**src/rtl/core/dspl_pkg.sv**
```systemverilog
// Package: types, constants and state codes for the depth-sorted primitive list.
package dspl_pkg;
	localparam int CAPACITY_DEF = 64;
	localparam int LINK_W = 7;
	localparam logic [LINK_W-1:0] NULL_LINK = 7'd127;

	localparam logic [1:0] ST_INSERTED = 2'd0;
	localparam logic [1:0] ST_OVERFLOW = 2'd1;
	localparam logic [1:0] ST_DRAINED  = 2'd2;
	localparam logic [1:0] ST_EMPTY    = 2'd3;

	localparam logic OP_INSERT = 1'b0;
	localparam logic OP_DRAIN  = 1'b1;

	typedef struct packed {
		logic        operation;
		logic [31:0] priority_req;
		logic        kind;
		logic [31:0] handle;
		logic [31:0] ax;
		logic [31:0] ay;
		logic [31:0] bx;
		logic [31:0] by;
		logic [31:0] cx;
		logic [31:0] cy;
		logic [31:0] dx;
		logic [31:0] dy;
	} in_word_t;

	typedef struct packed {
		logic [1:0]  status;
		logic        out_kind;
		logic [31:0] out_handle;
		logic [31:0] out_ax;
		logic [31:0] out_ay;
		logic [31:0] out_bx;
		logic [31:0] out_by;
		logic [31:0] out_cx;
		logic [31:0] out_cy;
		logic [31:0] out_dx;
		logic [31:0] out_dy;
		logic        last;
	} out_word_t;

	typedef enum logic [2:0] {
		S_IDLE, S_WRITE, S_WALK_RD, S_WALK_CMP, S_DRAIN_RD, S_DRAIN_OUT, S_BLANK
	} state_t;

	typedef struct packed {
		logic cap_input;
		logic write_entry;
		logic head_to_slot;
		logic start_walk;
		logic read_cur;
		logic link_before;
		logic link_tail;
		logic step_walk;
		logic start_drain;
		logic emit_entry;
		logic emit_blank;
		logic clear_list;
	} cmd_t;

	typedef struct packed {
		logic is_drain;
		logic full;
		logic head_null;
		logic cur_less;
		logic next_null;
		logic drain_more;
		logic drain_last;
	} sts_t;
endpackage

```
**src/rtl/core/dspl_ctrl.sv**
```systemverilog
// Controller state machine for the depth-sorted primitive list.
module dspl_ctrl import dspl_pkg::*; (
	input  logic clk,
	input  logic arst_n,
	input  logic start,
	input  sts_t sts,
	output cmd_t cmd,
	output logic busy
);
	state_t state_q, state_d;

	always_ff @(posedge clk or negedge arst_n) begin
		if (!arst_n) state_q <= S_IDLE;
		else state_q <= state_d;
	end

	always_comb begin
		state_d = state_q;
		unique case (state_q)
			S_IDLE: if (start) state_d = S_WRITE;
			S_WRITE: begin
				if (sts.is_drain) state_d = sts.drain_more ? S_DRAIN_RD : S_BLANK;
				else if (sts.full || sts.head_null) state_d = S_BLANK;
				else state_d = S_WALK_RD;
			end
			S_WALK_RD: state_d = S_WALK_CMP;
			S_WALK_CMP: state_d = (sts.cur_less || sts.next_null) ? S_BLANK : S_WALK_RD;
			S_DRAIN_RD: state_d = S_DRAIN_OUT;
			S_DRAIN_OUT: state_d = sts.drain_last ? S_IDLE : S_DRAIN_RD;
			S_BLANK: state_d = S_IDLE;
			default: state_d = S_IDLE;
		endcase
	end

	always_comb begin
		cmd = '0;
		busy = (state_q != S_IDLE);
		unique case (state_q)
			S_IDLE: cmd.cap_input = start;
			S_WRITE: begin
				if (sts.is_drain) cmd.start_drain = 1'b1;
				else if (!sts.full) begin
					cmd.write_entry = 1'b1;
					cmd.head_to_slot = sts.head_null;
					cmd.start_walk = !sts.head_null;
				end
			end
			S_WALK_RD: cmd.read_cur = 1'b1;
			S_WALK_CMP: begin
				if (sts.cur_less) cmd.link_before = 1'b1;
				else if (sts.next_null) cmd.link_tail = 1'b1;
				else cmd.step_walk = 1'b1;
			end
			S_DRAIN_RD: cmd.read_cur = 1'b1;
			S_DRAIN_OUT: begin
				cmd.emit_entry = 1'b1;
				cmd.clear_list = sts.drain_last;
			end
			S_BLANK: begin
				cmd.emit_blank = 1'b1;
				cmd.clear_list = sts.is_drain;
			end
			default: cmd = '0;
		endcase
	end
endmodule

```
**config.mk**
```make
export PLATFORM = sky130hd
export DESIGN_NAME = dspl_ctrl
export DESIGN_NICKNAME = d
export VERILOG_FILES = /design/src/rtl/core/dspl_pkg.sv /design/src/rtl/core/dspl_ctrl.sv
export SDC_FILE = /design/constraint.sdc
export NUM_CORES = 1
export LEC_CHECK = 0
export ABC_AREA = 1
export BUFFER_PORTS_ARGS = -buffer_cell sky130_fd_sc_hd__buf_2
export CAP_MARGIN = 20
export CORE_AREA = 4 4 41 43
export CTS_CLUSTER_SIZE = 28
export DETAILED_ROUTE_END_ITERATION = 6
export DIE_AREA = 0 0 45 47
export GPL_TIMING_DRIVEN = 0
export HOLD_SLACK_MARGIN = 0.15
export SLEW_MARGIN = 20
export SYNTH_ARGS = -nofsm -noshare
export SYNTH_HDL_FRONTEND = slang
export SYNTH_SLANG_ARGS = --single-unit
export TNS_END_PERCENT = 5
```
**constraint.sdc**
```tcl
create_clock -name clk -period 2.45 [get_ports clk]
set_input_delay 0.6125 -clock clk [delete_from_list [all_inputs] [get_ports clk]]
set_output_delay 0.6125 -clock clk [all_outputs]
set_load 0.1 [all_outputs]
```
## Yosys cells after proc, flatten, opt, wreduce, memory -nomap -nowiden

Index checks and enable logic that the tools add are counted.

- Register bits: 3
- Input port bits: 10
- Output and inout port bits: 13
- Word-level logic and storage cells: 36

- Equal/unequal tests: 7
- Multiplexer cells: 22
- Reduce and logical (&&, ||, !) cells: 6

Operators by type and width:

| cell | number |
|---|---|
| 3-bit two-way mux | 9 |
| 3-bit one-hot mux with 6 select lines | 1 |
| 3-bit == test, second input constant | 3 |
| 1-bit two-way mux | 9 |
| 3-bit by 2-bit == test with 1-bit output, second input constant | 2 |
| 2-bit two-way mux | 2 |
| 3-bit by 1-bit == test with 1-bit output, second input constant | 1 |
| 3-bit zero test | 1 |
| 3-bit nonzero test | 1 |
| 1-bit logical OR | 2 |
| 2-bit != test, second input constant | 1 |
| 1-bit one-hot mux with 2 select lines | 1 |
| 2-bit OR reduction | 1 |
| 1-bit zero test | 1 |

## Longest topological paths before layout

Gate-level depths: netlist (run 1).

- Word-level depth: 4
- Depth in mapped cells: 5
- Mapped depth without buffers: 5

## Worst setup path after synthesis (run 1)

Ideal clock, no wire load.

- Path type: input-to-output
- Start point: input sts[6] in the netlist's numbering
- End point: output cmd[9] in the netlist's numbering
- Data arrival time: 2.804 ns
- Data required time: 1.837 ns
- Path slack: -0.966 ns
- Cell stages on the path: 3
- Buffers on the path: 0
- Cell sequence: inv_1 -> nand2_1 -> nor3_1

RTL lines:

| what | line | text |
|---|---|---|
| from (decl) | dspl_ctrl.sv:6 | `input sts_t sts,` |
| to (decl) | dspl_ctrl.sv:7 | `output cmd_t cmd,` |

==> flow_metrics.tcl, run 1 <==
set metrics [dict create \
    outcome "finished clean" \
    hold_ws_ns 0.1669 \
    synth_warnings 0 \
    slew_headroom_pct 67.47 \
    grt_max_degree 10 \
    critical-path-top-delay-family "flip-flops" \
    synth_area_per_cell_um2 5.569 \
    synth_edf_count 0 \
    drt-vias-per-instance 4.000 \
    critical_path_class "flop to output port" \
    htreeDepth 1 \
    post-synth-top-count-cell "nand2_1" \
    yosys-top-cells-area "dfrtp_1, nand2_1, inv_1" \
    largest_register_ffs 3 \
    die_h_um 47 \
    slew_viol_final 0 \
    hpwl_um 662.8 \
    netlist_top_cells_count "nand2_1, inv_1, nor2_1" \
    drt-total-wl_um 819 \
    synth_top_cell_by_area "dfrtp_1" \
    port_buffers 22 \
    cts.clk_slew.worst_paths_ns 0.04 \
    synth_ff_type "dfrtp_1" \
    ios 23 \
    layout-drive-gt1-share_pct 41.56 \
    crit_chain "nor2_2, nand2_1, nor3_2, buf_2" \
    synth_top_area_share_pct 26.43 \
    drt_iter0_drc 4 \
    critical_path.startpoint_type "flop" \
    dp_slack_ns 0.3780 \
    postLayoutSetupSlackWorst_ns 0.2930 \
    die_area_um2 2115 \
    synth-seq-cells 3 \
    fin_crit_ns 2.157 \
    cts_resized 0 \
    setup_viol 0 \
    wire_per_inst_um 8.902 \
    rows 13 \
    initial_core_util_pct 21.83 \
    biggestRegsByFlops "state_q: 3 flops" \
    synth_cell_types 11 \
    clock_skew_ns 0.003071 \
    rsz0062_at_grt "false" \
    worstPathArrival_ns 1.54 \
    cts_root_buffer "clkbuf_4" \
    antenna_cells 0 \
    cts_buffers 3 \
    required_ns 1.84 \
    coreArea_um2 1301 \
    synth_fp_nets 61 \
    cts_max_path_buffers 2 \
    area_growth_pct 59.03 \
    synth_area_um2 284.0 \
    timing.fmax_ghz 0.4636 \
    endpoint_kind "output port" \
    antenna_found_initial 0 \
    overflow 0 \
    postCtsSetupRepairBufs 0 \
    hold_viol_final 0 \
    drc_errors 0 \
    synthCells 51 \
    ant_nets 0 \
    first_pass_iters 2 \
    crit_path_max_incr_delay_ns 0.45 \
    track_usage_pct 8.465 \
    cts_tree "yes" \
    fp.dieW_um 45 \
    num_vias 368 \
    cts_sinks 3 \
    gp_congestion 0.7681 \
    hp-class "input pin to async pin" \
    post-route-util_pct 34.71 \
    critPathMaxFanout 7 \
    grt_first_pass_wirelength_um 1221 \
    crit_slowest_cell "dfrtp_1" \
    fin_crit_sh_pct 88.04 \
    post_cts_hold_buffer_count 0 \
    regMostFlops "state_q" \
    fin_nets 88 \
    drv_cap 0 \
    ys_seq_area_share_pct 26.43 \
    async_flop_share_pct 100.0 \
    grt_pass1_vias 311 \
    worstMarginPinSlew_ns 0.4913 \
    critPathBufInv 1 \
    clock_latency_ns 0.23 \
]
## worst paths after layout
kind	to	start	depth (start not counted)	slack [ns]
max in group asynchronous	state_q[1]	arst_n	1	2.18
min reg2reg	state_q[1]	state_q[2]	1	0.66
max reg2reg	state_q[0]	state_q[2]	4	1.39
max	cmd[9]	state_q[2]	4	0.29
min in group clk	state_q[0]	start	3	0.62
min	state_q[0]	arst_n	1	0.17
## metrics by stage
step / std cells / setup TNS (ns) / area, µm²
finish: 92 / 0 / 451.7
global route: 92 / 0 / 451.7
CTS: 92 / 0 / 451.7
detailed placement: 88 / 0 / 425.4
global placement: 88 / 0 / 425.4
floorplan: 51 / -1.570 / 296.5
## cell families (layout without fill, tap and decap cells)
| logic type | count (synthesis) | count (layout) | synth area share [%] |
|---|---|---|---|
| simple gates | 33 | 33 | 50.22 |
| compound gates | 2 | 2 | 3.521 |
| buf+inv | 13 | 39 | 19.82 |
| flops | 3 | 3 | 26.43 |
## area by class of cell
class / instances / area (µm²)
buffer: 1 / 11.26
clock buffer: 4 / 26.28
fill: 157 / 849.6
inverter: 12 / 45.04
multi-input combinational: 35 / 165.2
sequential: 3 / 75.07
tap: 15 / 18.77
timing repair buffer: 22 / 110.1
## cells in the final DEF, fill, tap and decap left out, drive strengths merged
master,n
buf,23
clkbuf,4
nor3,3
inv,12
dfrtp,3
nor2,11
nand3,4
o21ai,2
nand2,15
## routing by layer
metal	routed length (µm)	GRT usage [%]	vias to the layer above	share of wire, %
met2	427	12.43	12	52
li1	-	-	201	-
met5	0	0	-	0
met4	0	8.772	0	0
met3	60	2.299	0	7.3
met1	331	9.589	155	40
Power of run 1 is not shown: default switching activity piles up to over one toggle a cycle in this logic, so the estimate is an artifact.
==> run 2: changes to the inputs <==
--- a/config.mk
+++ b/config.mk
@@ -14,6 +14,7 @@
 export DIE_AREA = 0 0 45 47
 export GPL_TIMING_DRIVEN = 0
 export HOLD_SLACK_MARGIN = 0.15
+export RECOVER_POWER = 25
 export SLEW_MARGIN = 20
 export SYNTH_ARGS = -nofsm -noshare
 export SYNTH_HDL_FRONTEND = slang
==> run 2 against run 1 <==
Effect of this change: worst setup slack unchanged; non-clock buffer count unchanged; critical path depth unchanged; critical path type unchanged; largest cell class unchanged; critical endpoint unchanged.
==> flow_metrics.tcl, run 2 (same netlist as run 1, synthesis figures left out) <==
set metrics [dict create \
    first_pass_iters 2 \
    drt-total-wl_um 818 \
    track_usage_pct 8.465 \
    largest_register_ffs 3 \
    htreeDepth 1 \
    clock_skew_ns 0.003071 \
    rsz0062_at_grt "false" \
    gp_congestion 0.7681 \
    postCtsSetupRepairBufs 0 \
    required_ns 1.84 \
    fin_crit_sh_pct 88.04 \
    initial_core_util_pct 21.83 \
    cts_tree "yes" \
    die_area_um2 2115 \
    clock_latency_ns 0.23 \
    critical_path.startpoint_type "flop" \
    antenna_found_initial 0 \
    startpoint "state_q[2]" \
    grt_max_degree 10 \
    port_buffers 22 \
    worstReg2RegEnd "state_q[0]" \
    fin_nets 88 \
    die_h_um 47 \
    worstMarginPinSlew_ns 0.4913 \
    regMostFlops "state_q" \
    critical_path_class "flop to output port" \
    crit_chain "nor2_2, nand2_1, nor3_2, buf_2" \
    drv_cap 0 \
    hp-class "input pin to async pin" \
    slew_viol_final 0 \
    grt_first_pass_wirelength_um 1221 \
    slew_headroom_pct 67.47 \
    drt_iter0_drc 4 \
    critical-path-top-delay-family "flip-flops" \
    rows 13 \
    overflow 0 \
    layout-drive-gt1-share_pct 40.26 \
    ios 23 \
    cts_buffers 3 \
    hold_viol_final 0 \
    fp.dieW_um 45 \
    cts.clk_slew.worst_paths_ns 0.04 \
    cts_sinks 3 \
    wire_per_inst_um 8.891 \
    area_growth_pct 58.59 \
    reg2reg_slack_ns 1.39 \
    ant_nets 0 \
    timing.fmax_ghz 0.4636 \
    tns_ns 0 \
    reg2reg_depth 4 \
    cts_max_path_buffers 2 \
    crit_slowest_cell "dfrtp_1" \
    final_common_cell "buf_2" \
    endpoint_kind "output port" \
    layout_common_cells "buf_2, nand2_1, inv_1" \
    post_cts_hold_buffer_count 0 \
    setup_viol 0 \
    coreArea_um2 1301 \
    worstReg2RegStart "state_q[2]" \
    critPathBufInv 1 \
    cts_root_buffer "clkbuf_4" \
    critPathMaxFanout 7 \
    drc_errors 0 \
    biggestRegsByFlops "state_q: 3 flops" \
    worstPathArrival_ns 1.54 \
    drt-vias-per-instance 4.000 \
    cts_resized 0 \
    grt_pass1_vias 311 \
    num_vias 368 \
    antenna_cells 0 \
    hpwl_um 662.8 \
    crit_path_max_incr_delay_ns 0.45 \
    outcome "finished clean" \
    fin_crit_ns 2.157 \
]
==> run 2: how the worst max path moves through the flow <==
| stage | to | slack [ns] | depth (start not counted) |
|---|---|---|---|
| 6_report | cmd[9] | 0.29 | 4 |
| 3_5_place_dp | cmd[9] | 0.38 | 5 |
| 3_3_place_gp | cmd[9] | 0.38 | 5 |
| 5_1_grt | cmd[5] | 0.18 | 6 |
| 4_1_cts | cmd[9] | 0.28 | 4 |
| 2_1_floorplan | cmd[11] | -0.39 | 3 |
==> run 2: metal layers <==
layer  track usage [%]  vias to the layer above  share of wire, %
met4             8.772                        0                 0
met2             12.43                       12                52
li1                  -                      201                 -
met1             9.589                      155                40
met5                 0                        -                 0
met3             2.299                        0               7.3
==> run 2: final cells by class <==
cell class                      count  area (µm²)
Fill cell                         158       850.8
Multi-Input combinational cell     35       165.2
Timing Repair Buffer               22       108.9
Sequential cell                     3       75.07
Inverter                           12       45.04
Clock buffer                        4       26.28
Tap cell                           15       18.77
Buffer                              1       11.26
==> run 2: stage by stage <==
step                      instance area [µm²]  utilization (%)  setup WS, ns  instances  hold WS, ns
after floorplan                         296.5                -       -0.3948         51       0.3169
after global placement                  425.4            32.69        0.3776         88       0.4096
after detailed placement                425.4            32.69        0.3780         88       0.4094
after CTS                               451.7            34.71        0.2823         92       0.1625
after global routing                    450.4            34.62        0.1785         92       0.1857
final                                   450.4            34.62        0.2930         92       0.1763
Power of run 2 is left out for the same reason.
